[config.mk]
export PLATFORM = sky130hd
export DESIGN_NAME = diff_over_sum_steering_pd_top
export DESIGN_NICKNAME = d
export VERILOG_FILES = /design/src/design/dos_pkg.sv /design/src/design/dos_regs.sv /design/src/design/dos_dpath.sv /design/src/design/dos_ctrl.sv /design/src/design/diff_over_sum_steering_pd_top.sv
export VERILOG_INCLUDE_DIRS = /design/src /design/src/design
export SDC_FILE = /design/constraint.sdc
export NUM_CORES = 1
export LEC_CHECK = 0
export BUFFER_PORTS_ARGS = -buffer_cell sky130_fd_sc_hd__buf_2
export CELL_PAD_IN_SITES_DETAIL_PLACEMENT = 0
export CELL_PAD_IN_SITES_GLOBAL_PLACEMENT = 2
export CORE_ASPECT_RATIO = 0.5
export CORE_MARGIN = 2
export CORE_UTILIZATION = 40
export CTS_CLUSTER_DIAMETER = 30
export DETAILED_ROUTE_END_ITERATION = 6
export HOLD_SLACK_MARGIN = 0.06
export PLACE_DENSITY = 0.82
export SYNTH_ARGS = -nofsm -noshare
export SYNTH_HDL_FRONTEND = slang
export SYNTH_SLANG_ARGS = --single-unit
[constraint.sdc]
create_clock -name clk -period 11.4 [get_ports clk]
set_input_delay 1.14 -clock clk [delete_from_list [all_inputs] [get_ports clk]]
set_output_delay 1.14 -clock clk [all_outputs]
set_load 0.1 [all_outputs]
[src/design/assert_macros.svh]
// Assertion helpers shared by the RTL; every use samples on clk and is
// disabled while rst is high.
`ifndef ASSERT_MACROS_SVH
`define ASSERT_MACROS_SVH

// Same-cycle implication.
`define ASSERT_IMPL(lbl, ante, cons) \
  lbl: assert property (@(posedge clk) disable iff (rst) (ante) |-> (cons)) \
    else $error("assertion failed");

// Next-cycle implication.
`define ASSERT_NEXT(lbl, ante, cons) \
  lbl: assert property (@(posedge clk) disable iff (rst) (ante) |=> (cons)) \
    else $error("assertion failed");

`endif

[src/design/dos_pkg.sv]
`default_nettype none
package dos_pkg;

  // Level and arithmetic widths
  localparam int LEVEL_BITS = 11;
  localparam int SUM_W      = LEVEL_BITS + 1;
  localparam int ERR_W      = 16;
  localparam int QUO_W      = ERR_W - 1;
  localparam int GAIN_W     = 16;
  localparam int LIM_W      = 15;
  localparam int DIFF_W     = ERR_W + 1;
  localparam int PROD_W     = GAIN_W + DIFF_W;
  localparam int ACC_W      = PROD_W + 1;
  localparam int FRAC_BITS  = 15;
  localparam int PD_W       = ACC_W - FRAC_BITS;
  localparam int OUT_W      = 16;

  // Stream widths
  localparam int IN_TDATA_W  = ((2 * LEVEL_BITS + 7) / 8) * 8;
  localparam int OUT_TDATA_W = 2 * OUT_W;

  // Divider sequencing: one quotient bit per step
  localparam int DIV_STEPS = QUO_W;
  localparam int CNT_W     = $clog2(DIV_STEPS);

  // Register file
  localparam int ADDR_W   = 4;
  localparam int APB_DW   = 32;
  localparam logic [1:0] REG_PROP_GAIN  = 2'd0;
  localparam logic [1:0] REG_DERIV_GAIN = 2'd1;
  localparam logic [1:0] REG_OUT_LIMIT  = 2'd2;
  localparam logic [LIM_W-1:0] LIMIT_RESET = {LIM_W{1'b1}};

  // Controller to datapath commands
  typedef struct packed {
    logic load;
    logic div_step;
    logic sign;
    logic mul_p;
    logic mul_d;
    logic acc_add;
    logic finish;
  } dos_cmd_t;

  // Datapath to controller status
  typedef struct packed {
    logic zero_level;
  } dos_sts_t;

endpackage
`default_nettype wire

[src/design/dos_regs.sv]
`default_nettype none
module dos_regs (
  input  wire logic                              clk,
  input  wire logic                              rst,
  input  wire logic                              psel,
  input  wire logic                              penable,
  input  wire logic                              pwrite,
  input  wire logic [dos_pkg::ADDR_W-1:0]        paddr,
  input  wire logic [dos_pkg::APB_DW-1:0]        pwdata,
  output logic      [dos_pkg::APB_DW-1:0]        prdata,
  output logic                                   pready,
  output logic signed [dos_pkg::GAIN_W-1:0]      prop_gain,
  output logic signed [dos_pkg::GAIN_W-1:0]      deriv_gain,
  output logic      [dos_pkg::LIM_W-1:0]         out_limit
);

  logic       wr_en;
  logic [1:0] reg_idx;

  assign pready  = 1'b1;
  assign reg_idx = paddr[3:2];
  assign wr_en   = psel & penable & pwrite & pready;

  // Write registers on the access cycle
  always_ff @(posedge clk) begin
    if (rst) begin
      prop_gain  <= '0;
      deriv_gain <= '0;
      out_limit  <= dos_pkg::LIMIT_RESET;
    end else if (wr_en) begin
      case (reg_idx)
        dos_pkg::REG_PROP_GAIN:  prop_gain  <= pwdata[dos_pkg::GAIN_W-1:0];
        dos_pkg::REG_DERIV_GAIN: deriv_gain <= pwdata[dos_pkg::GAIN_W-1:0];
        dos_pkg::REG_OUT_LIMIT:  out_limit  <= pwdata[dos_pkg::LIM_W-1:0];
        default: ;
      endcase
    end
  end

  // Read back
  always_comb begin
    case (reg_idx)
      dos_pkg::REG_PROP_GAIN:
        prdata = {{(dos_pkg::APB_DW-dos_pkg::GAIN_W){1'b0}}, prop_gain};
      dos_pkg::REG_DERIV_GAIN:
        prdata = {{(dos_pkg::APB_DW-dos_pkg::GAIN_W){1'b0}}, deriv_gain};
      dos_pkg::REG_OUT_LIMIT:
        prdata = {{(dos_pkg::APB_DW-dos_pkg::LIM_W){1'b0}}, out_limit};
      default:
        prdata = '0;
    endcase
  end

endmodule
`default_nettype wire

[src/design/dos_dpath.sv]
`default_nettype none
module dos_dpath (
  input  wire logic                              clk,
  input  wire logic                              rst,
  input  wire dos_pkg::dos_cmd_t                 cmd,
  output dos_pkg::dos_sts_t                      sts,
  input  wire logic [dos_pkg::LEVEL_BITS-1:0]    left_level,
  input  wire logic [dos_pkg::LEVEL_BITS-1:0]    right_level,
  input  wire logic signed [dos_pkg::GAIN_W-1:0] prop_gain,
  input  wire logic signed [dos_pkg::GAIN_W-1:0] deriv_gain,
  input  wire logic [dos_pkg::LIM_W-1:0]         out_limit,
  output logic signed [dos_pkg::OUT_W-1:0]       steer_out,
  output logic signed [dos_pkg::ERR_W-1:0]       norm_error,
  output logic                                   error_held
);

  localparam int SUM_W  = dos_pkg::SUM_W;
  localparam int ERR_W  = dos_pkg::ERR_W;
  localparam int QUO_W  = dos_pkg::QUO_W;
  localparam int PROD_W = dos_pkg::PROD_W;
  localparam int ACC_W  = dos_pkg::ACC_W;
  localparam int PD_W   = dos_pkg::PD_W;

  // Operand and divider registers
  logic [SUM_W-1:0]          sum;
  logic [SUM_W-1:0]          rem;
  logic [QUO_W-1:0]          quo;
  logic                      neg;
  logic                      zero_level;
  logic signed [ERR_W-1:0]   e_new;
  logic signed [ERR_W-1:0]   held_error;
  logic signed [PROD_W-1:0]  prod;
  logic signed [ACC_W-1:0]   acc;

  logic [SUM_W:0]            rem_shift;
  logic                      rem_ge;
  logic [SUM_W-1:0]          mag;
  logic signed [ERR_W-1:0]   q_signed;
  logic signed [dos_pkg::DIFF_W-1:0] de;
  logic signed [dos_pkg::GAIN_W-1:0] mul_a;
  logic signed [dos_pkg::DIFF_W-1:0] mul_b;
  logic signed [PD_W-1:0]    pd;
  logic signed [PD_W-1:0]    lim_pos;
  logic signed [PD_W-1:0]    lim_neg;
  logic signed [PD_W-1:0]    pd_clamp;

  assign sts.zero_level = zero_level;

  // Magnitude of the difference at load time
  assign mag = (left_level >= right_level)
             ? SUM_W'(left_level - right_level)
             : SUM_W'(right_level - left_level);

  // One restoring division step
  assign rem_shift = {rem, 1'b0};
  assign rem_ge    = rem_shift >= {1'b0, sum};

  assign q_signed = neg ? -signed'({1'b0, quo}) : signed'({1'b0, quo});
  assign de       = {e_new[ERR_W-1], e_new} - {held_error[ERR_W-1], held_error};

  // Shared 16 x 17 multiplier operand select
  assign mul_a = cmd.mul_d ? deriv_gain : prop_gain;
  assign mul_b = cmd.mul_d ? de : dos_pkg::DIFF_W'(e_new);

  // Floor shift and clamp
  assign pd      = acc[ACC_W-1:dos_pkg::FRAC_BITS];
  assign lim_pos = signed'({{(PD_W-dos_pkg::LIM_W){1'b0}}, out_limit});
  assign lim_neg = -lim_pos;
  always_comb begin
    if (pd > lim_pos) begin
      pd_clamp = lim_pos;
    end else if (pd < lim_neg) begin
      pd_clamp = lim_neg;
    end else begin
      pd_clamp = pd;
    end
  end

  // Payload registers
  always_ff @(posedge clk) begin
    if (cmd.load) begin
      sum        <= SUM_W'(left_level) + SUM_W'(right_level);
      rem        <= mag;
      neg        <= left_level < right_level;
      zero_level <= (left_level == '0) || (right_level == '0);
      quo        <= '0;
    end
    if (cmd.div_step) begin
      rem <= rem_ge ? SUM_W'(rem_shift - {1'b0, sum}) : rem_shift[SUM_W-1:0];
      quo <= {quo[QUO_W-2:0], rem_ge};
    end
    if (cmd.sign) begin
      e_new <= zero_level ? held_error : q_signed;
    end
    if (cmd.mul_p || cmd.mul_d) begin
      prod <= PROD_W'(mul_a) * PROD_W'(mul_b);
    end
    if (cmd.mul_d) begin
      acc <= ACC_W'(prod);
    end
    if (cmd.acc_add) begin
      acc <= acc + ACC_W'(prod);
    end
    if (cmd.finish) begin
      steer_out  <= pd_clamp[dos_pkg::OUT_W-1:0];
      norm_error <= e_new;
      error_held <= zero_level;
    end
  end

  // Held error is loop state
  always_ff @(posedge clk) begin
    if (rst) begin
      held_error <= '0;
    end else if (cmd.finish) begin
      held_error <= e_new;
    end
  end

endmodule
`default_nettype wire

[src/design/dos_ctrl.sv]
`default_nettype none
`include "assert_macros.svh"
module dos_ctrl (
  input  wire logic               clk,
  input  wire logic               rst,
  input  wire logic               s_tvalid,
  output logic                    s_tready,
  output logic                    m_tvalid,
  input  wire logic               m_tready,
  input  wire dos_pkg::dos_sts_t  sts,
  output dos_pkg::dos_cmd_t       cmd
);

  localparam logic [2:0] S_IDLE = 3'd0;
  localparam logic [2:0] S_DIV  = 3'd1;
  localparam logic [2:0] S_SIGN = 3'd2;
  localparam logic [2:0] S_MULP = 3'd3;
  localparam logic [2:0] S_MULD = 3'd4;
  localparam logic [2:0] S_ACC  = 3'd5;
  localparam logic [2:0] S_DONE = 3'd6;

  localparam logic [dos_pkg::CNT_W-1:0] CNT_LAST =
    dos_pkg::CNT_W'(dos_pkg::DIV_STEPS - 1);

  logic [2:0]                state;
  logic [2:0]                state_next;
  logic [dos_pkg::CNT_W-1:0] cnt;
  logic                      out_full;
  logic                      accept;
  logic                      out_free;

  assign s_tready = (state == S_IDLE);
  assign accept   = s_tvalid & s_tready;
  assign out_free = !out_full || m_tready;
  assign m_tvalid = out_full;

  // Commands
  always_comb begin
    cmd          = '0;
    cmd.load     = accept;
    cmd.div_step = (state == S_DIV);
    cmd.sign     = (state == S_SIGN);
    cmd.mul_p    = (state == S_MULP);
    cmd.mul_d    = (state == S_MULD);
    cmd.acc_add  = (state == S_ACC);
    cmd.finish   = (state == S_DONE) && out_free;
  end

  // Next state
  always_comb begin
    state_next = state;
    case (state)
      S_IDLE: if (accept) begin
        state_next = S_DIV;
      end
      S_DIV: begin
        if (sts.zero_level || cnt == CNT_LAST) begin
          state_next = S_SIGN;
        end
      end
      S_SIGN: state_next = S_MULP;
      S_MULP: state_next = S_MULD;
      S_MULD: state_next = S_ACC;
      S_ACC:  state_next = S_DONE;
      S_DONE: if (out_free) begin
        state_next = S_IDLE;
      end
      default: state_next = S_IDLE;
    endcase
  end

  // State, step count and output slot
  always_ff @(posedge clk) begin
    if (rst) begin
      state    <= S_IDLE;
      cnt      <= '0;
      out_full <= 1'b0;
    end else begin
      state <= state_next;
      if (state == S_DIV) begin
        cnt <= cnt + 1'b1;
      end else begin
        cnt <= '0;
      end
      if (cmd.finish) begin
        out_full <= 1'b1;
      end else if (m_tready) begin
        out_full <= 1'b0;
      end
    end
  end

  `ASSERT_NEXT(a_accept_to_div, accept, state == S_DIV)
  `ASSERT_IMPL(a_finish_slot_free, cmd.finish, !out_full || m_tready)
  `ASSERT_NEXT(a_div_end, state == S_DIV && cnt == CNT_LAST, state == S_SIGN)
  `ASSERT_NEXT(a_finish_shows, cmd.finish, m_tvalid && state == S_IDLE)

endmodule
`default_nettype wire

[src/design/diff_over_sum_steering_pd_top.sv]
// Difference-over-sum steering PD controller.
// Input stream (s_*): one transfer carries the left and right outer inductor
// levels. Output stream (m_*): one transfer per input carries the clamped
// steering command, the normalized Q1.15 error, and in tuser a flag that is
// set when a zero level kept the previous error.
// Gains and the clamp limit are written over the APB port (0x0 prop_gain,
// 0x4 deriv_gain, 0x8 out_limit); write them only while the block is idle.
// Sequence: when both levels are nonzero the serial divider yields one
// quotient bit per step, then come sign, two passes through the shared
// multiplier, accumulate and clamp; when a level is zero the divider stops
// after its first step. One item is in flight at a time; a new input can be
// taken the cycle after the result is written.
// The result sits in an output register: while the receiver stalls the block
// still takes the next input and computes it, then waits to write it.
// Reset (rst, synchronous) clears the held error to zero, both gains to zero,
// the limit to 32767 and empties the output register.
`default_nettype none
module diff_over_sum_steering_pd_top (
  input  wire logic                                clk,
  input  wire logic                                rst,
  // [10:0] left_level, [21:11] right_level, rest zero
  input  wire logic [dos_pkg::IN_TDATA_W-1:0]      s_tdata,
  input  wire logic                                s_tvalid,
  output logic                                     s_tready,
  // [15:0] steer_out, [31:16] norm_error
  output logic [dos_pkg::OUT_TDATA_W-1:0]          m_tdata,
  // [0] error_held
  output logic                                     m_tuser,
  output logic                                     m_tvalid,
  input  wire logic                                m_tready,
  input  wire logic                                psel,
  input  wire logic                                penable,
  input  wire logic                                pwrite,
  input  wire logic [dos_pkg::ADDR_W-1:0]          paddr,
  input  wire logic [dos_pkg::APB_DW-1:0]          pwdata,
  output logic [dos_pkg::APB_DW-1:0]               prdata,
  output logic                                     pready
);

  localparam int LB = dos_pkg::LEVEL_BITS;

  dos_pkg::dos_cmd_t                   cmd;
  dos_pkg::dos_sts_t                   sts;
  logic signed [dos_pkg::GAIN_W-1:0]   prop_gain;
  logic signed [dos_pkg::GAIN_W-1:0]   deriv_gain;
  logic [dos_pkg::LIM_W-1:0]           out_limit;
  logic signed [dos_pkg::OUT_W-1:0]    steer_out;
  logic signed [dos_pkg::ERR_W-1:0]    norm_error;
  logic                                error_held;

  dos_regs u_regs (
    .clk        (clk),
    .rst        (rst),
    .psel       (psel),
    .penable    (penable),
    .pwrite     (pwrite),
    .paddr      (paddr),
    .pwdata     (pwdata),
    .prdata     (prdata),
    .pready     (pready),
    .prop_gain  (prop_gain),
    .deriv_gain (deriv_gain),
    .out_limit  (out_limit)
  );

  dos_ctrl u_ctrl (
    .clk      (clk),
    .rst      (rst),
    .s_tvalid (s_tvalid),
    .s_tready (s_tready),
    .m_tvalid (m_tvalid),
    .m_tready (m_tready),
    .sts      (sts),
    .cmd      (cmd)
  );

  dos_dpath u_dpath (
    .clk         (clk),
    .rst         (rst),
    .cmd         (cmd),
    .sts         (sts),
    .left_level  (s_tdata[LB-1:0]),
    .right_level (s_tdata[2*LB-1:LB]),
    .prop_gain   (prop_gain),
    .deriv_gain  (deriv_gain),
    .out_limit   (out_limit),
    .steer_out   (steer_out),
    .norm_error  (norm_error),
    .error_held  (error_held)
  );

  // Pack the result
  assign m_tdata = {norm_error, steer_out};
  assign m_tuser = error_held;

endmodule
`default_nettype wire

==> results of run 1 <==
power groups by stage:
stage,sequential (mW),combinational [mW],clock [mW]
2_1_floorplan,0.976,0.453,0
3_3_place_gp,0.991,0.589,0
3_5_place_dp,0.993,0.593,0
4_1_cts,0.977,0.597,1.52
5_1_grt,0.982,0.661,1.57
6_report,0.976,0.593,1.49
kinds of logic (layout without fill, tap and decap cells):
logic type	count (synthesis)	in the layout	synth area share, %
other	2	17	0.0296
flip-flops	228	228	24.2
adder cells (fa/ha/maj)	497	497	32.8
XOR/XNOR	126	126	4.38
AO/OA/AOI/OAI	534	534	13.5
buffers and inverters	547	655	8.38
AND/OR/NAND/NOR	828	828	14.1
multiplexers	65	65	2.59
layout make-up:
type,instances,area share [%]
multi-input combinational,2067,60.4
inverter,439,5.78
clock inverter,33,1.45
timing repair buffer,127,2.54
tap,837,3.67
sequential,228,21.5
clock buffer,56,4.61
metal layers:
| layer | wire length, um | part of all wire (%) | global-route usage [%] | vias up |
|---|---|---|---|---|
| li1 | - | - | - | 9516 |
| met1 | 33900 | 48 | 31.3 | 9543 |
| met2 | 30200 | 43 | 33.3 | 485 |
| met3 | 4630 | 6.6 | 4.58 | 92 |
| met4 | 1770 | 2.5 | 6.08 | 0 |
| met5 | 0 | 0 | 0 | - |
worst max-delay path by stage:
| stage | startpoint | to | slack (ns) | depth (start not counted) |
|---|---|---|---|---|
| floorplan | u_ctrl.state[2] | u_dpath.prod[32] | 2.04 | 27 |
| global placement | u_dpath.e_new[0] | u_dpath.prod[32] | 1.74 | 32 |
| detailed placement | u_dpath.e_new[0] | u_dpath.prod[32] | 1.65 | 32 |
| CTS | u_dpath.e_new[0] | u_dpath.prod[32] | 1.58 | 32 |
| global route | u_dpath.e_new[0] | u_dpath.prod[32] | 0.92 | 32 |
| finish | u_dpath.e_new[0] | u_dpath.prod[32] | 1.59 | 32 |
stage by stage:
step | utilization (%) | instance area (sq um)
floorplan | - | 25400
global placement | 42.6 | 26800
detailed placement | 42.6 | 26800
CTS | 45.3 | 28500
global route | 45.3 | 28500
finish | 45.3 | 28500
critical path, delay by kind of cell, from the launching register on:
family | cells | cell delay (ns)
adders and majority gates | 9 | 4.17
AOI/OAI and AO/OA | 13 | 3.18
and+or+nand+nor | 5 | 1.02
buffers and inverters | 4 | 0.57
DFF | 1 | 0.48
xor gates and xnor gates | 1 | 0.07
synthesized netlist by cell type (6+ instances only):
library cell / instances
nand4_1: 14
a211oi_1: 13
buf_4: 17
nand3_1: 28
nor3_1: 25
buf_2: 7
o31ai_1: 11
xnor2_1: 87
nor4_1: 7
fa_1: 282
and2_1: 24
a21oi_1: 154
xor2_1: 38
o22ai_1: 15
nand2_1: 388
o21a_1: 21
a31oi_1: 32
nor2b_1: 30
clkbuf_1: 78
nor2_1: 232
and3_1: 24
o21ai_1: 7
a21o_1: 49
o21ai_0: 123
a211o_1: 17
o21bai_1: 16
ha_1: 215
buf_1: 6
dfxtp_1: 71
a32o_1: 7
or3_1: 8
a31o_2: 9
nand2b_1: 27
mux2i_1: 60
a32oi_1: 9
edfxtp_1: 157
inv_1: 437
registers in the layout (all words and copies together) (netlist names), 16 cells and up:
signal,cells
u_dpath.steer_out,16
u_dpath.norm_error,16
u_dpath.held_error,16
u_regs.prop_gain,16
u_regs.deriv_gain,16
u_dpath.acc,34
u_dpath.e_new,16
u_dpath.prod,33
==> impl_metrics.tcl, run 1 <==
set metrics [dict create \
    outcome "finished, final reports clean" \
    seq_area_frac_synth_pct 24.2 \
    multi_input_area_sq_um 17200 \
    comb_power_share_pct 19.4 \
    cts_resized 0 \
    vias_per_cell 5.19 \
    start_kind "flip-flop" \
    rsz0062_at_grt "no" \
    clock.fmax_ghz 0.102 \
    path_clk_slew_ns 0.05 \
    post-route-period-util_pct 86.0 \
    hp-class "reg -> reg" \
    seqCellArea_sq_um 6140 \
    ff2ff_path_depth 32 \
    tightest_slew_ns 1.28 \
    grt.overflow.total 0 \
    fillers 6187 \
    worstHoldEndpoint "u_dpath.held_error[3]" \
    fp.coreArea_sq_um 62900 \
    ys_types 75 \
    r2r_slack_ns 1.59 \
    cts_tree "yes" \
    drt-total-wl_mm 70.5 \
    slew_headroom_pct 12.3 \
    finalSetupViolCount 0 \
    drc 0 \
    grt_pass1_wl_mm 112 \
    power.density_nw_per_um2 107 \
    clkSinkCount 228 \
    stdcell_count 3787 \
    hold_violations 0 \
    layout_common_cells "inv_1 (437), nand2_1 (387), fa_1 (282)" \
    slowest_delay_ns 0.81 \
    cts_setup_buffers 0 \
    dp_hpwl_mm 56.4 \
    clkPwrFrac_pct 48.7 \
    fp.dieH_um 182 \
    num_antenna_cells 0 \
    num-nets-final 3475 \
    syn_area_sq_um 25400 \
    fin_setup_tns_ns 0 \
    grt_max_degree 72 \
    power.switching_mw 0.925 \
    crit_top_cell "fa_1" \
    min_path_cells 2 \
    clock_latency_ns 0.58 \
    slowest_stage "fa_1" \
    cts-hold-fix-buffers 0 \
    r2r-start "u_dpath.e_new[0]" \
    critical_path_class "reg -> reg" \
    yosys.area.top_type "fa_1" \
    die_w_um 360 \
    power.internal_mw 2.14 \
    synth_top_cell_area_share_pct 22.2 \
    dr.first_iter.drc_count 1266 \
    async_reset_ff_share_pct 0 \
    ant_nets 0 \
    setup_ws_ns 1.59 \
    synth_edf_count 157 \
    cts_buffer_depth 3 \
    synth_warnings 0 \
    ys_ff_latch 228 \
    root_buffer "clkbuf_16" \
    placementRows 65 \
    synthCells 2827 \
    reg2reg_to "u_dpath.prod[32]" \
    track_usage_pct 21.8 \
    power_mw 3.06 \
    slew_violations 0 \
    gp_congestion 0.890 \
    p_seq_share_pct 31.9 \
    leakage_nw 13.2 \
    area_growth_pct 12.3 \
    holdWs_ns 0.479 \
    layout_commonest_cell "inv_1" \
    synth_ff_type "edfxtp_1" \
    ir_worst_vdd_mv 0.0806 \
    htreeDepth 2 \
    dp_cells 3698 \
    vias 19600 \
    first_global_vias 19600 \
    post_drt_wl_per_cell_um 18.6 \
    worstSetupEndpointType "flip-flop" \
    avgSynthCellArea_sq_um 8.98 \
    hp-start "u_dpath.held_error[3]" \
    path_max_fanout 17 \
    period_minus_slack_ns 9.81 \
    swShare_pct 30.2 \
    finClkSkew_ns 0.0173 \
    dieArea_sq_um 65600 \
    critical_path_arrival_ns 10.10 \
    cap_violations 0 \
    layout-drive-gt1-share_pct 8.58 \
    synthTopCellsByArea "fa_1 (22%), edfxtp_1 (19%), ha_1 (11%)" \
    cp.required_ns 11.70 \
    drt_first_pass_iters 5 \
    antenna_found_initial 0 \
    cts_buffers 48 \
    dp_worst_setup_slack_ns 1.65 \
    ios 135 \
    port-buffer-count 97 \
    start_util_pct 40.4 \
]
(Power assumes the default switching activity.)
==> run 2, diff against run 1 <==
--- a/config.mk
+++ b/config.mk
@@ -15,7 +15,8 @@
 export CTS_CLUSTER_DIAMETER = 30
 export DETAILED_ROUTE_END_ITERATION = 6
 export HOLD_SLACK_MARGIN = 0.06
-export PLACE_DENSITY = 0.82
+export PLACE_DENSITY = 0.81
 export SYNTH_ARGS = -nofsm -noshare
 export SYNTH_HDL_FRONTEND = slang
+export SYNTH_HIERARCHICAL = 1
 export SYNTH_SLANG_ARGS = --single-unit
==> impl_metrics.tcl, run 2 <==
set metrics [dict create \
    clkPwrFrac_pct 48.5 \
    start_util_pct 40.3 \
    gp_congestion 0.862 \
    start_kind "flip-flop" \
    drt-total-wl_mm 67.8 \
    leakage_nw 13.2 \
    post-route-util_pct 45.1 \
    antenna_found_initial 1 \
    finClkSkew_ns 0.0288 \
    slowest_delay_ns 0.68 \
    path_max_fanout 14 \
    seq_area_frac_synth_pct 23.5 \
    ios 135 \
    tightest_slew_ns 1.09 \
    cap_violations 0 \
    layout_commonest_cell "inv_1" \
    critical_path_arrival_ns 9.73 \
    cts_setup_buffers 0 \
    min_path_cells 1 \
    p_seq_share_pct 31.3 \
    cts_buffer_depth 3 \
    dieArea_sq_um 67400 \
    die_w_um 365 \
    clock_latency_ns 0.58 \
    layout-drive-gt1-share_pct 10.8 \
    comb_power_share_pct 20.2 \
    crit_top_cell "fa_1" \
    grt.overflow.total 0 \
    synth_top_cell_area_share_pct 21.6 \
    yosys-top-cells-count "inv_1 (433), fa_1 (282), nor2_1 (272)" \
    power.internal_mw 2.20 \
    largest_reg_flops 34 \
    ir_worst_vdd_mv 0.0905 \
    dp_worst_setup_slack_ns 1.96 \
    drc 0 \
    port-buffer-count 97 \
    cts_buffers 49 \
    yosys.area.top_type "fa_1" \
    synth_ff_type "edfxtp_1" \
    critical_path_class "reg -> reg" \
    htreeDepth 2 \
    setup_ws_ns 2.00 \
    cts-hold-fix-buffers 0 \
    yosysMostFrequentCell "inv_1" \
    dr.first_iter.drc_count 1071 \
    cp.required_ns 11.73 \
    fp.dieH_um 185 \
    ff2ff_path_depth 31 \
    cts_resized 0 \
    cts_tree "yes" \
    outcome "finished, final reports clean" \
    synth_edf_count 157 \
    slowest_stage "fa_1" \
    rsz0062_at_grt "no" \
    largest_registers "u_dpath/acc: 34 flops, u_dpath/prod: 33 flops" \
    finalSetupViolCount 0 \
    swShare_pct 29.5 \
    dp_hpwl_mm 53.9 \
    avgSynthCellArea_sq_um 9.40 \
    area_growth_pct 11.9 \
    first_global_vias 19400 \
    path_clk_slew_ns 0.05 \
    synthCells 2775 \
    worstSetupEndpointType "flip-flop" \
    power.switching_mw 0.919 \
    vias_per_cell 5.02 \
    hp-class "reg -> reg" \
    period_minus_slack_ns 9.40 \
    power.density_nw_per_um2 107 \
    post-route-period-util_pct 82.5 \
    hold_violations 0 \
    placementRows 66 \
    post_drt_wl_per_cell_um 17.9 \
    synth_warnings 6 \
    root_buffer "clkbuf_16" \
    track_usage_pct 20.7 \
    ys_ff_latch 228 \
    fp.coreArea_sq_um 64700 \
    syn_area_sq_um 26100 \
    clock.fmax_ghz 0.106 \
    num-nets-final 3419 \
    grt_max_degree 86 \
    fin_setup_tns_ns 0 \
    drt_first_pass_iters 5 \
    clkSinkCount 228 \
    top_register "u_dpath/acc" \
    async_reset_ff_share_pct 0 \
    ant_nets 0 \
    synthTopCellsByArea "fa_1 (22%), edfxtp_1 (18%), ha_1 (10%)" \
    slew_violations 0 \
    slew_headroom_pct 25.0 \
    ys_types 90 \
    vias 19000 \
    layout_common_cells "inv_1 (433), fa_1 (282), nor2_1 (269)" \
    grt_pass1_wl_mm 109 \
]
-- run 2: final cells by class --
class	count	area, sq um
inverters	436	1640
flip-flops and latches	228	6140
clock inverters	35	478
diodes	1	2.50
clock buffers	55	1280
multi-input cells	2017	17800
repair buffers	123	693
fillers	6352	35600
well taps	884	1110
-- run 2: worst max-delay path, delay by kind of cell (launching register included) --
kind / cells / cell delay, ns
flops: 1 / 0.42
simple gates: 7 / 1.19
buf+inv: 4 / 0.30
xor+xnor: 1 / 0.09
fa+ha+maj: 9 / 4.01
compound gates: 10 / 3.12
-- run 2: metrics by stage --
| step | power, mW | std cells | instance area (sq um) | hold WS, ns |
|---|---|---|---|---|
| after floorplan | 1.47 | 2790 | 26100 | 0.430 |
| after global placement | 1.62 | 3688 | 27400 | 0.445 |
| after detailed placement | 1.62 | 3688 | 27400 | 0.459 |
| after CTS | 3.16 | 3778 | 29200 | 0.469 |
| after global routing | 3.28 | 3779 | 29200 | 0.510 |
| final | 3.12 | 3779 | 29200 | 0.463 |
-- run 2: layer usage --
layer | up-vias | part of all wire, % | GRT usage, %
li1 | 9359 | - | -
met1 | 9220 | 48 | 28.9
met2 | 347 | 46 | 33.7
met3 | 63 | 4.9 | 3.55
met4 | 0 | 1.6 | 4.38
met5 | - | 0 | 0
-- run 2: logic make-up (layout without fill, tap and decap cells) --
group	count (synthesis)	after routing	synth area share [%]
other cells	2	18	0.0288
xor+xnor	125	125	4.20
compound gates	440	440	10.9
fa+ha+maj	497	497	32.0
simple gates	755	755	13.6
buf+inv	545	649	8.39
mux	183	183	7.32
flops	228	228	23.5
-- run 2: worst paths after layout --
check	from	end	slack [ns]
max	u_dpath/e_new[0]	u_dpath/prod[32]	2.00
min	u_ctrl/cnt[0]	u_ctrl/cnt[0]	0.46
max reg2reg	u_dpath/e_new[0]	u_dpath/prod[32]	2.00
min reg2reg	u_ctrl/cnt[0]	u_ctrl/cnt[0]	0.46
-- run 2: power by group through the flow --
stage | combinational [mW] | sequential, mW | clock, mW
3_5_place_dp | 0.633 | 0.991 | 0
2_1_floorplan | 0.494 | 0.978 | 0
5_1_grt | 0.707 | 0.981 | 1.59
4_1_cts | 0.637 | 0.976 | 1.55
3_3_place_gp | 0.629 | 0.990 | 0
6_report | 0.631 | 0.976 | 1.51
==> run 3, diff against run 2 <==
==> constraint.sdc (replaced) <==
create_clock -name clk -period 9.38 [get_ports clk]
set_input_delay 0.938 -clock clk [delete_from_list [all_inputs] [get_ports clk]]
set_output_delay 0.938 -clock clk [all_outputs]
set_load 0.1 [all_outputs]
==> impl_metrics.tcl, run 3 (synthesized netlist as in run 2, its figures left out) <==
set metrics [dict create \
    grt.overflow.total 0 \
    layout_common_cells "inv_1 (433), fa_1 (282), nor2_1 (269)" \
    fp.coreArea_sq_um 64700 \
    vias_per_cell 5.03 \
    die_w_um 365 \
    fillers 6358 \
    num-nets-final 3434 \
    hold_violations 0 \
    min_path_cells 1 \
    cp.required_ns 9.71 \
    area_growth_pct 12.4 \
    layout_commonest_cell "inv_1" \
    cts_tree "yes" \
    tightest_slew_ns 0.992 \
    largest_registers "u_dpath/acc: 34 flops, u_dpath/prod: 33 flops" \
    fin_setup_tns_ns 0 \
    start_kind "flip-flop" \
    cap_violations 0 \
    num_antenna_cells 0 \
    grt_max_degree 79 \
    ff2ff_path_depth 31 \
    period_minus_slack_ns 8.67 \
    hp-start "u_ctrl/cnt[0]" \
    path_clk_slew_ns 0.05 \
    finalSetupViolCount 0 \
    crit_top_cell "fa_1" \
    start_util_pct 40.3 \
    power.density_nw_per_um2 130 \
    critical_path_class "reg -> reg" \
    drc 0 \
    outcome "finished, final reports clean" \
    r2r-start "u_dpath/e_new[0]" \
    dr.first_iter.drc_count 1025 \
    hp-class "reg -> reg" \
    slowest_stage "fa_1" \
    htreeDepth 2 \
    layout-drive-gt1-share_pct 11.4 \
    cts_buffer_depth 3 \
    fp.dieH_um 185 \
    root_buffer "clkbuf_16" \
    top_register "u_dpath/acc" \
    clock_latency_ns 0.60 \
    rsz0062_at_grt "no" \
    drt-total-wl_mm 67.8 \
    slew_violations 0 \
    antenna_found_initial 1 \
    vias 19100 \
    ir_worst_vdd_mv 0.139 \
    first_global_vias 19200 \
    cts_buffers 50 \
    clkSinkCount 228 \
    drt_first_pass_iters 5 \
    cts_setup_buffers 0 \
    post_drt_wl_per_cell_um 17.9 \
    finClkSkew_ns 0.0394 \
    port-buffer-count 97 \
    slew_headroom_pct 33.9 \
    clock.fmax_ghz 0.115 \
    slowest_delay_ns 0.66 \
    placementRows 66 \
    path_max_fanout 8 \
    r2r_slack_ns 0.71 \
    critical_path_arrival_ns 9.01 \
    ant_nets 0 \
    ios 135 \
    worstHoldEndpoint "u_ctrl/cnt[0]" \
    gp_congestion 0.880 \
    worstSetupEndpointType "flip-flop" \
    largest_reg_flops 34 \
    reg2reg_to "u_dpath/prod[32]" \
    seqCellArea_sq_um 6140 \
    post-route-util_pct 45.3 \
    post-route-period-util_pct 92.5 \
    grt_pass1_wl_mm 108 \
    dp_hpwl_mm 54.5 \
    multi_input_area_sq_um 17800 \
    track_usage_pct 20.5 \
    dieArea_sq_um 67400 \
    leakage_nw 13.3 \
]
run 3: changes by cell type in the layout (fill, tap and decap cells not counted), sizes merged, moves of 2 or more:
| cell | change |
|---|---|
| buf | +14 |
| bufinv | -3 |
| clkbuf | +4 |
| clkinv | +3 |
| clkinvlp | -2 |
| inv | +2 |
run 3: worst max path at each step:
stage,from,slack (ns),endpoint
3_5_place_dp,u_dpath/e_new[0],0.23,u_dpath/prod[32]
3_3_place_gp,u_dpath/e_new[0],0.32,u_dpath/prod[32]
4_1_cts,u_dpath/e_new[0],0.26,u_dpath/prod[32]
6_report,u_dpath/e_new[0],0.71,u_dpath/prod[32]
5_1_grt,u_dpath/e_new[0],0.10,u_dpath/prod[32]
2_1_floorplan,u_dpath/e_new[2],1.33,u_dpath/prod[32]
run 3: timing repair:
action	4_1_cts	5_1_grt
setup endpoints to repair	0	2
hold buffers	0	0
resized for setup	0	3
run 3: cell type report:
cell class,count,area share (%)
Inverter,436,5.59
Timing Repair Buffer,137,2.72
Clock buffer,59,4.60
Multi-Input combinational cell,2017,60.9
Tap cell,884,3.77
Sequential cell,228,20.9
Clock inverter,35,1.52
run 3: critical path: cells and delay by family, from the launching register on:
kind	cells	cell delay (ns)
AOI/OAI and AO/OA	10	2.60
DFF	1	0.42
xor gates and xnor gates	1	0.09
and+or+nand+nor	7	1.01
buffers and inverters	4	0.31
adders and majority gates	9	3.97
run 3: per-stage QoR:
step | worst slack (ns) | hold slack, ns | std cells | area, sq um | total power, mW
detailed placement | 0.233 | 0.455 | 3702 | 27500 | 1.98
CTS | 0.257 | 0.463 | 3796 | 29300 | 3.85
floorplan | 1.33 | 0.430 | 2790 | 26100 | 1.79
global route | 0.103 | 0.496 | 3796 | 29300 | 3.99
finish | 0.706 | 0.461 | 3796 | 29300 | 3.80
global placement | 0.316 | 0.447 | 3702 | 27500 | 1.97
run 3: per-layer routing:
metal | share of wire, % | up-vias | track usage [%] | wire length [um]
li1 | - | 9365 | - | -
met1 | 49 | 9348 | 29.1 | 33500
met2 | 46 | 332 | 33.4 | 30900
met3 | 3.7 | 54 | 2.76 | 2540
met4 | 1.3 | 0 | 3.95 | 903
met5 | 0 | - | 0 | 0
run 3: report_power, final:
part | leakage (nW) | internal, mW | switching (mW)
logic | 10.4 | 0.291 | 0.479
registers | 2.04 | 1.15 | 0.0400
clock network | 0.865 | 1.22 | 0.628
